**config.mk**
```make
export PLATFORM = sky130hd
export DESIGN_NAME = euler2d_max_cfl_reduce
export DESIGN_NICKNAME = d
export VERILOG_FILES = /design/src/rtl/cfl_pkg.sv /design/src/rtl/cfl_front.sv /design/src/rtl/cfl_queue.sv /design/src/rtl/cfl_arith.sv /design/src/rtl/cfl_back.sv /design/src/rtl/euler2d_max_cfl_reduce.sv
export SDC_FILE = /design/constraint.sdc
export NUM_CORES = 2
export LEC_CHECK = 0
export BUFFER_PORTS_ARGS = -buffer_cell sky130_fd_sc_hd__clkbuf_2
export CAP_MARGIN = 20
export CORE_MARGIN = 2
export CORE_UTILIZATION = 57
export DETAILED_ROUTE_END_ITERATION = 8
export GPL_TIMING_DRIVEN = 0
export PLACE_DENSITY = 0.74
export RECOVER_POWER = 25
export SYNTH_ARGS = -nofsm -noshare
export SYNTH_HDL_FRONTEND = slang
export SYNTH_SLANG_ARGS = --single-unit
```
**constraint.sdc**
```tcl
create_clock -name clk -period 11.3 [get_ports clk]
set_input_delay 0.565 -clock clk [delete_from_list [all_inputs] [get_ports clk]]
set_output_delay 0.565 -clock clk [all_outputs]
set_load 0.02 [all_outputs]
```
**src/rtl/cfl_pkg.sv**
```systemverilog
`timescale 1ns / 1ps

package cfl_pkg;

    // fixed point format
    localparam int FRAC_BITS = 16;

    // datapath widths
    localparam int V_W    = 32 + FRAC_BITS;      // velocity magnitude
    localparam int SPD_W  = V_W + 1;             // |v| + c
    localparam int P_W    = 51 - FRAC_BITS;      // pressure
    localparam int ROOT_W = 35;                  // speed of sound
    localparam int A_W    = 2 * ROOT_W;          // operand a of the shared unit
    localparam int B_W    = 33;                  // operand b of the shared unit
    localparam int PR_W   = SPD_W + 32;          // product / result width
    localparam int CNT_W  = 7;

    localparam logic [18:0] GAMMA_ONE   = 19'(1 << FRAC_BITS);
    localparam logic [18:0] GAMMA_RESET = 19'd91750;

    // configuration register indexes
    localparam logic REG_GAMMA = 1'b0;
    localparam logic REG_DT    = 1'b1;

    // shared unit operations
    localparam logic [1:0] OP_MUL  = 2'd0;
    localparam logic [1:0] OP_DIV  = 2'd1;
    localparam logic [1:0] OP_SQRT = 2'd2;

    // one classified grid point
    typedef struct packed {
        logic [31:0] rho;
        logic [31:0] mx;
        logic [31:0] my;
        logic [31:0] energy;
        logic [31:0] inv_dx;
        logic [31:0] inv_dy;
        logic        last;
    } point_t;

    typedef struct packed {
        logic            start;
        logic [1:0]      op;
        logic [A_W-1:0]  a;
        logic [B_W-1:0]  b;
    } ar_req_t;

    typedef struct packed {
        logic             done;
        logic [PR_W-1:0]  res;
    } ar_resp_t;

    typedef struct packed {
        logic full;
        logic valid;
    } q_stat_t;

endpackage

```
**src/rtl/cfl_front.sv**
```systemverilog
`timescale 1ns / 1ps

module cfl_front
    import cfl_pkg::*;
(
    input  logic         s_axis_tvalid,
    output logic         s_axis_tready,
    input  logic [191:0] s_axis_tdata,
    input  logic         s_axis_tlast,
    input  q_stat_t      q_stat,
    output logic         push,
    output point_t       pt
);

    logic [31:0] mx_raw;
    logic [31:0] my_raw;

    // accept whenever the queue has room
    assign s_axis_tready = !q_stat.full;
    assign push          = s_axis_tvalid && !q_stat.full;

    assign mx_raw = s_axis_tdata[63:32];
    assign my_raw = s_axis_tdata[95:64];

    // zero density becomes one lsb, momenta become magnitudes
    always_comb
    begin
        pt.rho    = (s_axis_tdata[31:0] == 32'd0) ? 32'd1 : s_axis_tdata[31:0];
        pt.mx     = mx_raw[31] ? (32'd0 - mx_raw) : mx_raw;
        pt.my     = my_raw[31] ? (32'd0 - my_raw) : my_raw;
        pt.energy = s_axis_tdata[127:96];
        pt.inv_dx = s_axis_tdata[159:128];
        pt.inv_dy = s_axis_tdata[191:160];
        pt.last   = s_axis_tlast;
    end

endmodule

```
**src/rtl/cfl_queue.sv**
```systemverilog
`timescale 1ns / 1ps

module cfl_queue
    import cfl_pkg::*;
(
    input  logic    clk,
    input  logic    rst_n,
    input  logic    push,
    input  point_t  wr_data,
    input  logic    pop,
    output point_t  rd_data,
    output q_stat_t q_stat
);

    point_t     mem_reg [2];
    logic       wr_ptr_reg;
    logic       rd_ptr_reg;
    logic [1:0] count_reg;

    assign rd_data      = mem_reg[rd_ptr_reg];
    assign q_stat.full  = (count_reg == 2'd2);
    assign q_stat.valid = (count_reg != 2'd0);

    // storage
    always_ff @(posedge clk)
    begin
        if (push)
        begin
            mem_reg[wr_ptr_reg] <= wr_data;
        end
    end

    // pointers and fill count
    always_ff @(posedge clk or negedge rst_n)
    begin
        if (!rst_n)
        begin
            wr_ptr_reg <= 1'b0;
            rd_ptr_reg <= 1'b0;
            count_reg  <= 2'd0;
        end
        else
        begin
            if (push)
            begin
                wr_ptr_reg <= !wr_ptr_reg;
            end
            if (pop)
            begin
                rd_ptr_reg <= !rd_ptr_reg;
            end
            if (push && !pop)
            begin
                count_reg <= count_reg + 2'd1;
            end
            else if (pop && !push)
            begin
                count_reg <= count_reg - 2'd1;
            end
        end
    end

endmodule

```
**src/rtl/cfl_arith.sv**
```systemverilog
`timescale 1ns / 1ps

module cfl_arith
    import cfl_pkg::*;
(
    input  logic     clk,
    input  logic     rst_n,
    input  ar_req_t  req,
    output ar_resp_t resp
);

    logic              busy_reg;
    logic              done_reg;
    logic [1:0]        op_reg;
    logic [CNT_W-1:0]  cnt_reg;
    // multiply
    logic [PR_W-1:0]   acc_reg;
    logic [PR_W-1:0]   mca_reg;
    logic [31:0]       mb_reg;
    // divide
    logic [63:0]       dq_reg;
    logic [32:0]       rem_reg;
    logic [32:0]       div_reg;
    // square root
    logic [A_W-1:0]    rad_reg;
    logic [ROOT_W+2:0] srem_reg;
    logic [ROOT_W-1:0] root_reg;

    logic [33:0]       dshift;
    logic [33:0]       ddiff;
    logic              dge;
    logic [ROOT_W+2:0] sshift;
    logic [ROOT_W+2:0] strial;
    logic              sge;

    // one step of each iteration
    always_comb
    begin
        dshift = {rem_reg, dq_reg[63]};
        ddiff  = dshift - {1'b0, div_reg};
        dge    = (dshift >= {1'b0, div_reg});
        sshift = {srem_reg[ROOT_W:0], rad_reg[A_W-1 -: 2]};
        strial = {1'b0, root_reg, 2'b01};
        sge    = (sshift >= strial);
    end

    // result select
    always_comb
    begin
        resp.done = done_reg;
        case (op_reg)
            OP_MUL:  resp.res = acc_reg;
            OP_DIV:  resp.res = PR_W'(dq_reg);
            OP_SQRT: resp.res = PR_W'(root_reg);
            default: resp.res = '0;
        endcase
    end

    // sequencing
    always_ff @(posedge clk or negedge rst_n)
    begin
        if (!rst_n)
        begin
            busy_reg <= 1'b0;
            done_reg <= 1'b0;
            op_reg   <= OP_MUL;
            cnt_reg  <= '0;
        end
        else
        begin
            done_reg <= 1'b0;
            if (req.start)
            begin
                busy_reg <= 1'b1;
                op_reg   <= req.op;
                case (req.op)
                    OP_MUL:  cnt_reg <= CNT_W'(32);
                    OP_DIV:  cnt_reg <= CNT_W'(64);
                    OP_SQRT: cnt_reg <= CNT_W'(ROOT_W);
                    default: cnt_reg <= CNT_W'(1);
                endcase
            end
            else if (busy_reg)
            begin
                cnt_reg <= cnt_reg - CNT_W'(1);
                if (cnt_reg == CNT_W'(1))
                begin
                    busy_reg <= 1'b0;
                    done_reg <= 1'b1;
                end
            end
        end
    end

    // datapath
    always_ff @(posedge clk)
    begin
        if (req.start)
        begin
            acc_reg  <= '0;
            mca_reg  <= PR_W'(req.a[SPD_W-1:0]);
            mb_reg   <= req.b[31:0];
            dq_reg   <= req.a[63:0];
            rem_reg  <= '0;
            div_reg  <= req.b;
            rad_reg  <= req.a;
            srem_reg <= '0;
            root_reg <= '0;
        end
        else if (busy_reg)
        begin
            case (op_reg)
                OP_MUL:
                begin
                    if (mb_reg[0])
                    begin
                        acc_reg <= acc_reg + mca_reg;
                    end
                    mca_reg <= mca_reg << 1;
                    mb_reg  <= mb_reg >> 1;
                end
                OP_DIV:
                begin
                    rem_reg <= dge ? ddiff[32:0] : dshift[32:0];
                    dq_reg  <= {dq_reg[62:0], dge};
                end
                OP_SQRT:
                begin
                    srem_reg <= sge ? (sshift - strial) : sshift;
                    root_reg <= {root_reg[ROOT_W-2:0], sge};
                    rad_reg  <= rad_reg << 2;
                end
                default:
                begin
                    acc_reg <= acc_reg;
                end
            endcase
        end
    end

endmodule

```
**src/rtl/cfl_back.sv**
```systemverilog
`timescale 1ns / 1ps

module cfl_back
    import cfl_pkg::*;
(
    input  logic        clk,
    input  logic        rst_n,
    input  q_stat_t     q_stat,
    input  point_t      q_data,
    output logic        pop,
    input  logic [18:0] gamma,
    input  logic [31:0] time_step,
    output logic        m_axis_tvalid,
    input  logic        m_axis_tready,
    output logic [31:0] m_axis_tdata,
    output logic        m_axis_tuser
);

    localparam logic [3:0] ST_IDLE = 4'd0;
    localparam logic [3:0] ST_VX   = 4'd1;
    localparam logic [3:0] ST_VY   = 4'd2;
    localparam logic [3:0] ST_MX2  = 4'd3;
    localparam logic [3:0] ST_MY2  = 4'd4;
    localparam logic [3:0] ST_KE   = 4'd5;
    localparam logic [3:0] ST_P    = 4'd6;
    localparam logic [3:0] ST_GP   = 4'd7;
    localparam logic [3:0] ST_C2   = 4'd8;
    localparam logic [3:0] ST_SQ   = 4'd9;
    localparam logic [3:0] ST_SX   = 4'd10;
    localparam logic [3:0] ST_CX   = 4'd11;
    localparam logic [3:0] ST_SY   = 4'd12;
    localparam logic [3:0] ST_CY   = 4'd13;
    localparam logic [3:0] ST_DONE = 4'd14;

    logic [3:0]        step_reg;
    logic              launched_reg;
    point_t            pt_reg;
    logic [V_W-1:0]    vx_reg;
    logic [V_W-1:0]    vy_reg;
    logic [63:0]       acc_reg;
    logic [P_W-1:0]    p_reg;
    logic [ROOT_W-1:0] c_reg;
    logic [SPD_W-1:0]  t_reg;
    logic [31:0]       max_reg;
    logic              flag_reg;
    logic              out_valid_reg;
    logic [31:0]       out_max_reg;
    logic              out_flag_reg;

    ar_req_t           req;
    ar_resp_t          resp;
    logic              compute;
    logic              good;
    logic [P_W-1:0]    p_now;
    logic [31:0]       cfl_now;
    logic              emit;

    cfl_arith u_arith (
        .clk   (clk),
        .rst_n (rst_n),
        .req   (req),
        .resp  (resp)
    );

    assign pop           = (step_reg == ST_IDLE) && q_stat.valid;
    assign compute       = (step_reg != ST_IDLE) && (step_reg != ST_DONE);
    assign m_axis_tvalid = out_valid_reg;
    assign m_axis_tdata  = out_max_reg;
    assign m_axis_tuser  = out_flag_reg;

    // sweep result moves into the output register
    assign emit = (step_reg == ST_DONE) && pt_reg.last && (!out_valid_reg || m_axis_tready);

    // decisions on the unit result
    always_comb
    begin
        good    = (64'(pt_reg.energy) > resp.res[63:0]) && (gamma > GAMMA_ONE);
        p_now   = resp.res[P_W+FRAC_BITS-1:FRAC_BITS];
        cfl_now = (|resp.res[PR_W-1:32+FRAC_BITS]) ? 32'hFFFF_FFFF
                                                   : resp.res[31+FRAC_BITS:FRAC_BITS];
    end

    // operand select per step
    always_comb
    begin
        req.start = compute && !launched_reg;
        req.op    = OP_MUL;
        req.a     = '0;
        req.b     = '0;
        case (step_reg)
            ST_VX:
            begin
                req.op = OP_DIV;
                req.a  = A_W'(pt_reg.mx) << FRAC_BITS;
                req.b  = B_W'(pt_reg.rho);
            end
            ST_VY:
            begin
                req.op = OP_DIV;
                req.a  = A_W'(pt_reg.my) << FRAC_BITS;
                req.b  = B_W'(pt_reg.rho);
            end
            ST_MX2:
            begin
                req.a = A_W'(pt_reg.mx);
                req.b = B_W'(pt_reg.mx);
            end
            ST_MY2:
            begin
                req.a = A_W'(pt_reg.my);
                req.b = B_W'(pt_reg.my);
            end
            ST_KE:
            begin
                req.op = OP_DIV;
                req.a  = A_W'(acc_reg);
                req.b  = {pt_reg.rho, 1'b0};
            end
            ST_P:
            begin
                req.a = A_W'(pt_reg.energy - acc_reg[31:0]);
                req.b = B_W'(gamma - GAMMA_ONE);
            end
            ST_GP:
            begin
                req.a = A_W'(p_reg);
                req.b = B_W'(gamma);
            end
            ST_C2:
            begin
                req.op = OP_DIV;
                req.a  = A_W'(acc_reg);
                req.b  = B_W'(pt_reg.rho);
            end
            ST_SQ:
            begin
                req.op = OP_SQRT;
                req.a  = A_W'(acc_reg) << FRAC_BITS;
            end
            ST_SX:
            begin
                req.a = A_W'(vx_reg) + A_W'(c_reg);
                req.b = B_W'(time_step);
            end
            ST_CX:
            begin
                req.a = A_W'(t_reg);
                req.b = B_W'(pt_reg.inv_dx);
            end
            ST_SY:
            begin
                req.a = A_W'(vy_reg) + A_W'(c_reg);
                req.b = B_W'(time_step);
            end
            ST_CY:
            begin
                req.a = A_W'(t_reg);
                req.b = B_W'(pt_reg.inv_dy);
            end
            default:
            begin
                req.op = OP_MUL;
            end
        endcase
    end

    // point payload and intermediate results
    always_ff @(posedge clk)
    begin
        if (pop)
        begin
            pt_reg <= q_data;
        end
        if (resp.done)
        begin
            case (step_reg)
                ST_VX:   vx_reg  <= resp.res[V_W-1:0];
                ST_VY:   vy_reg  <= resp.res[V_W-1:0];
                ST_MX2:  acc_reg <= resp.res[63:0];
                ST_MY2:  acc_reg <= acc_reg + resp.res[63:0];
                ST_KE:   acc_reg <= resp.res[63:0];
                ST_P:    p_reg   <= p_now;
                ST_GP:   acc_reg <= resp.res[63:0];
                ST_C2:   acc_reg <= resp.res[63:0];
                ST_SX:   t_reg   <= resp.res[SPD_W+31:32];
                ST_SY:   t_reg   <= resp.res[SPD_W+31:32];
                default: t_reg   <= t_reg;
            endcase
        end
    end

    // sequencer, reduction and output register
    always_ff @(posedge clk or negedge rst_n)
    begin
        if (!rst_n)
        begin
            step_reg      <= ST_IDLE;
            launched_reg  <= 1'b0;
            c_reg         <= '0;
            max_reg       <= '0;
            flag_reg      <= 1'b0;
            out_valid_reg <= 1'b0;
            out_max_reg   <= '0;
            out_flag_reg  <= 1'b0;
        end
        else
        begin
            if (emit)
            begin
                out_valid_reg <= 1'b1;
                out_max_reg   <= max_reg;
                out_flag_reg  <= flag_reg;
            end
            else if (m_axis_tready)
            begin
                out_valid_reg <= 1'b0;
            end
            if (req.start)
            begin
                launched_reg <= 1'b1;
            end
            if (resp.done)
            begin
                launched_reg <= 1'b0;
            end
            case (step_reg)
                ST_IDLE:
                begin
                    if (q_stat.valid)
                    begin
                        step_reg <= ST_VX;
                    end
                end
                ST_KE:
                begin
                    if (resp.done)
                    begin
                        if (good)
                        begin
                            step_reg <= ST_P;
                        end
                        else
                        begin
                            flag_reg <= 1'b1;
                            c_reg    <= '0;
                            step_reg <= ST_SX;
                        end
                    end
                end
                ST_P:
                begin
                    if (resp.done)
                    begin
                        if (p_now != '0)
                        begin
                            step_reg <= ST_GP;
                        end
                        else
                        begin
                            flag_reg <= 1'b1;
                            c_reg    <= '0;
                            step_reg <= ST_SX;
                        end
                    end
                end
                ST_SQ:
                begin
                    if (resp.done)
                    begin
                        c_reg    <= resp.res[ROOT_W-1:0];
                        step_reg <= ST_SX;
                    end
                end
                ST_CX, ST_CY:
                begin
                    if (resp.done)
                    begin
                        if (cfl_now > max_reg)
                        begin
                            max_reg <= cfl_now;
                        end
                        step_reg <= step_reg + 4'd1;
                    end
                end
                ST_DONE:
                begin
                    if (!pt_reg.last)
                    begin
                        step_reg <= ST_IDLE;
                    end
                    else if (emit)
                    begin
                        max_reg  <= '0;
                        flag_reg <= 1'b0;
                        step_reg <= ST_IDLE;
                    end
                end
                default:
                begin
                    if (resp.done)
                    begin
                        step_reg <= step_reg + 4'd1;
                    end
                end
            endcase
        end
    end

endmodule

```
**src/rtl/euler2d_max_cfl_reduce.sv**
```systemverilog
`timescale 1ns / 1ps

// Maximum CFL number over a sweep of a 2-D ideal-gas grid.
// Input stream (s_axis): one grid point per request, tlast marks the
// final point of a sweep. Output stream (m_axis): one request per sweep,
// sent after the point with tlast, carrying the saturated maximum CFL
// in tdata and the non-positive pressure flag in tuser.
// Configuration: cfg_valid/cfg_ready with cfg_index 0 = gamma (Q3.16,
// low 19 bits of cfg_data), 1 = time step (Q0.32); cfg_ready is always high.
// A point is handled by one shared iterative unit (shift-add multiply,
// restoring divide, digit-by-digit square root, one bit per cycle); when
// the energy test fails or the pressure rounds to zero, the sound speed
// is zero and its steps are skipped. After the last point's arithmetic,
// the sweep result enters the output register once free. A two-entry
// queue lets up to two points be taken while the arithmetic is busy.
// Reset clears the running maximum, the flag, the queue and the output
// register, and loads gamma = 1.4 and time step = 0.
// When the receiver stalls, the result stays in the output register and
// points keep being processed until the next sweep ends, then wait for it.
module euler2d_max_cfl_reduce
    import cfl_pkg::*;
(
    input  logic         clk,
    input  logic         rst_n,
    input  logic         s_axis_tvalid,
    output logic         s_axis_tready,
    // density, momentum_x, momentum_y, total_energy, inv_dx, inv_dy
    input  logic [191:0] s_axis_tdata,
    input  logic         s_axis_tlast,
    output logic         m_axis_tvalid,
    input  logic         m_axis_tready,
    // max_cfl
    output logic [31:0]  m_axis_tdata,
    // nonphysical_seen
    output logic         m_axis_tuser,
    input  logic         cfg_valid,
    output logic         cfg_ready,
    input  logic         cfg_index,
    input  logic [31:0]  cfg_data
);

    logic [18:0] gamma_reg;
    logic [31:0] dt_reg;
    q_stat_t     q_stat;
    logic        push;
    logic        pop;
    point_t      pt_in;
    point_t      pt_out;

    assign cfg_ready = 1'b1;

    // configuration registers
    always_ff @(posedge clk or negedge rst_n)
    begin
        if (!rst_n)
        begin
            gamma_reg <= GAMMA_RESET;
            dt_reg    <= '0;
        end
        else if (cfg_valid)
        begin
            case (cfg_index)
                REG_GAMMA: gamma_reg <= cfg_data[18:0];
                REG_DT:    dt_reg    <= cfg_data;
                default:   dt_reg    <= dt_reg;
            endcase
        end
    end

    cfl_front u_front (
        .s_axis_tvalid (s_axis_tvalid),
        .s_axis_tready (s_axis_tready),
        .s_axis_tdata  (s_axis_tdata),
        .s_axis_tlast  (s_axis_tlast),
        .q_stat        (q_stat),
        .push          (push),
        .pt            (pt_in)
    );

    cfl_queue u_queue (
        .clk     (clk),
        .rst_n   (rst_n),
        .push    (push),
        .wr_data (pt_in),
        .pop     (pop),
        .rd_data (pt_out),
        .q_stat  (q_stat)
    );

    cfl_back u_back (
        .clk           (clk),
        .rst_n         (rst_n),
        .q_stat        (q_stat),
        .q_data        (pt_out),
        .pop           (pop),
        .gamma         (gamma_reg),
        .time_step     (dt_reg),
        .m_axis_tvalid (m_axis_tvalid),
        .m_axis_tready (m_axis_tready),
        .m_axis_tdata  (m_axis_tdata),
        .m_axis_tuser  (m_axis_tuser)
    );

    // a full queue refuses points
    assert property (@(posedge clk) disable iff (!rst_n) q_stat.full |-> !s_axis_tready)
        else $error("point accepted into a full queue");

    // the back end only takes points that are there
    assert property (@(posedge clk) disable iff (!rst_n) pop |-> q_stat.valid)
        else $error("pop from an empty queue");

    // a pop without a push from a queue that is not full leaves it not full
    assert property (@(posedge clk) disable iff (!rst_n)
        (pop && !push && !q_stat.full) |=> !q_stat.full)
        else $error("queue count out of step");

endmodule

```
==> out/metrics.yaml <==
setup_repair_after_global_routing_missed_its_margin: "no"
synth_async_sr_flop_share_pct: 11.8
syn_avg_cell_area_um2: 10.9
routed_wire_length_per_instance_um: 29.2
power_leakage_nw: 34.3
dp.final_hpwl_um: 212000
io_buffer_count: 265
crit_chain: "clkbuf_1 -> buf_2 -> clkbuf_1 -> clkbuf_1 -> mux2i_1 -> nor2_1 -> a21oi_1 -> inv_1 -> ha_1 -> clkbuf_1 -> nand2_1 -> nor4_1 -> a22oi_1 -> a211oi_1 -> a211oi_1 -> nor4_1 -> o31ai_1 -> o21ai_0 -> xnor2_1 -> o21ai_0"
setup_violations: 0
layout.cells.most_common_list: "edfxtp_1 (1071), nand2_1 (909), clkbuf_1 (540), a21oi_1 (522), o21ai_0 (370)"
timing.hold.worst.class: "input pin to flip-flop"
outcome: "finished, violations left"
cts_buffer_depth: 3
grt_antenna_before_repair: 19
critical-path-top-cell-by-count: "clkbuf_1"
violations: "max-capacitance violations, max-slew violations"
routed_wirelength_um: 281000
yosysWarnings: 0
drt_first_iter_violations: 8850
synth_edf_count: 1071
dr.pass1.iters: 7
worst-path-buf-inv: 6
power_density_nw_per_um2: 190
syn_nets: 7673
critical_path.max_fanout: 10
transition_time_at_the_pin_with_the_least_slew_margin_ps: 5280
finalClockSkew_ps: 69.7
hold_violations: 0
fin_cells: 9606
clock_sink_count: 1461
crit_path_max_incr_delay_ps: 1030
setup.worst_path.start_class: "flip-flop"
multiInputGateArea_um2: 33500
finalPower_mw: 16.7
tritoncts_clock_tree: "done"
largest_register_ffs: 386
number_of_buffers_created_by_cts: 156
finalCriticalPeriod_ps: 8540
top_level_ports: 267
core_um2: 134000
vdd_ir_drop_max_mv: 0.164
synthesis_to_finish_area_growth_pct: 14.4
grt_use_total_pct: 40.1
synth-seq-area-share_pct: 53.1
via_count: 63238
globalplace.congestion: 1.06
timing_worst_setup_path_type: "flip-flop to flip-flop"
die_width_um: 371
final_max_slew_viol_count: 144
mappedNetlistArea_um2: 76900
worst_ep_required_time_ps: 11790
final_util_pct: 65.8
cap_violations: 3
number_of_distinct_library_cells_after_synthesis: 93
overflow: 0
finish.net_count: 8282
final_min_period_over_clock_period_pct: 75.6
cp_data_arrival_time_ps: 9030
fmaxAchievable_mhz: 117
ctsRootBufferMaster: "clkbuf_16"
first_global_vias: 59676
place_inst: 9166
register_area_um2: 40800
synth_ff_type: "edfxtp_1"
floorplan.die_area_um2: 138000
maximum_number_of_pins_on_one_net_before_global_route_repair: 82
clkSlewWorstSetupHoldPaths_ps: 60
final_antenna_net_count: 0
remaining_drc_errors: 0
post_synthesis_register_bit_count: 1461
final_layout_size_suffix_gt1_share_pct: 10.2
cell_with_the_largest_stage_delay_on_the_worst_path: "a211oi_1"
number_of_cell_rows: 134
cp-end-kind: "flip-flop"
layout.cells.most_common: "edfxtp_1"
viasPerCell: 6.58
floorplan.initialDensity_pct: 57.5
grt_pass1_wl_um: 402000
num-fill-cells: 10245
htree_num_levels: 4
postCtsResizedCells: 0
die_y_um: 371
cp_top_family: "compound AO/OA/AOI/OAI gates"
clkLatencyLatePin_ps: 830
netlist_instances: 7081
max_slew_margin_pct: -252
[worst paths after layout]
kind	start	end	slack (ps)	cells past startpoint
setup / recovery	u_back.u_arith.op_reg[1]$_DFFE_PN0P_	u_back.acc_reg[55]$_DFFE_PP_	2760	20
min in group asynchronous	rst_n	u_back.c_reg[31]$_DFFE_PN0P_	420	2
hold reg to reg	u_back.u_arith.mca_reg[68]$_SDFFE_PP0P_	u_back.u_arith.mca_reg[68]$_SDFFE_PP0P_	470	2
max in group asynchronous	rst_n	dt_reg[5]$_DFFE_PN0P_	5290	3
hold / removal	cfg_data[19]	dt_reg[19]$_DFFE_PN0P_	40	2
setup reg to reg	u_back.u_arith.op_reg[1]$_DFFE_PN0P_	u_back.acc_reg[55]$_DFFE_PP_	2760	20
[power breakdown]
part	switching [mW]	total [mW]	internal [mW]
registers	0.234	6.73	6.49
logic	2.99	4.56	1.57
clock network	2.35	5.39	3.04
[through the flow]
| stage | TNS [ps] | hold slack, ps | setup WS [ps] | instance area [µm²] |
|---|---|---|---|---|
| floorplan | 0 | 269 | 591 | 76900 |
| finish | 0 | 38.5 | 2760 | 87900 |
| detailed placement | 0 | 434 | 3300 | 81400 |
| CTS | 0 | 2.71 | 3250 | 88100 |
| global placement | -1134370 | 454 | -4010 | 80400 |
| global route | 0 | 19.5 | 2580 | 87900 |
[logic make-up (layout without fill, tap and decap cells)]
family,Yosys count,after routing,synth area share [%]
AOI/OAI and AO/OA,2008,2008,17.3
and+or+nand+nor,1858,1858,11.0
DFF,1461,1461,53.1
buffers and inverters,680,1420,3.35
muxes,417,417,5.89
adders and majority gates,361,361,5.93
xor gates and xnor gates,295,295,3.36
other,1,18,0.00488
[layer usage]
layer / share of wire (%) / GRT usage (%)
met5: 0.015 / 0
met4: 6.6 / 22.9
met3: 12 / 9.06
met1: 39 / 55.5
met2: 42 / 58.1
[cell usage after synthesis, types with 35 or more instances]
library cell	number	area, µm²
nand4_1	86	538
nor4_1	51	319
ha_1	356	4450
or3_1	35	219
nand3_1	135	676
o31ai_1	43	323
nand2_1	910	3420
nor3_1	68	340
xor2_1	91	797
nor2_1	315	1180
mux2i_1	136	1360
inv_1	261	980
a31oi_1	57	357
o21ai_0	375	1880
xnor2_1	204	1790
a21o_1	305	2290
o21a_1	42	315
and2_1	42	263
clkbuf_1	360	1350
o211ai_1	35	263
dfxtp_1	217	4340
a22oi_1	107	803
a222oi_1	51	510
o21bai_1	41	308
edfxtp_1	1071	32200
buf_1	40	150
a211oi_1	63	473
and3_1	55	344
a221oi_1	48	420
nand2b_1	38	238
a22o_1	110	963
a21oi_1	535	2680
mux2_2	281	3160
nor2b_1	36	225
dfrtp_1	164	4100
[cell type report]
| class | count | share of cell area (%) |
|---|---|---|
| timing repair buffer | 451 | 3.80 |
| multi-input combinational | 4940 | 38.1 |
| sequential | 1461 | 46.5 |
| buffer | 418 | 1.81 |
| clock buffer | 190 | 4.68 |
| clock inverter | 99 | 1.46 |
| tap | 1768 | 2.52 |
| antenna | 17 | 0.0484 |
| inverter | 262 | 1.12 |
[worst reg2reg max path, stage by stage, from the launching register on]
cell	delay (ps)
dfrtp_1	320
clkbuf_1	660
buf_2	470
clkbuf_1	480
clkbuf_1	770
mux2i_1	280
nor2_1	90
a21oi_1	800
inv_1	260
ha_1	350
clkbuf_1	260
nand2_1	150
nor4_1	310
a22oi_1	190
a211oi_1	1030
a211oi_1	440
nor4_1	600
o31ai_1	210
o21ai_0	300
xnor2_1	150
o21ai_0	100
[repair_timing]
action,in CTS,in global routing
setup buffers,0,0
hold buffers,130,0
endpoints found under the hold margin,325,0
Power figures use the tool's default switching activity.
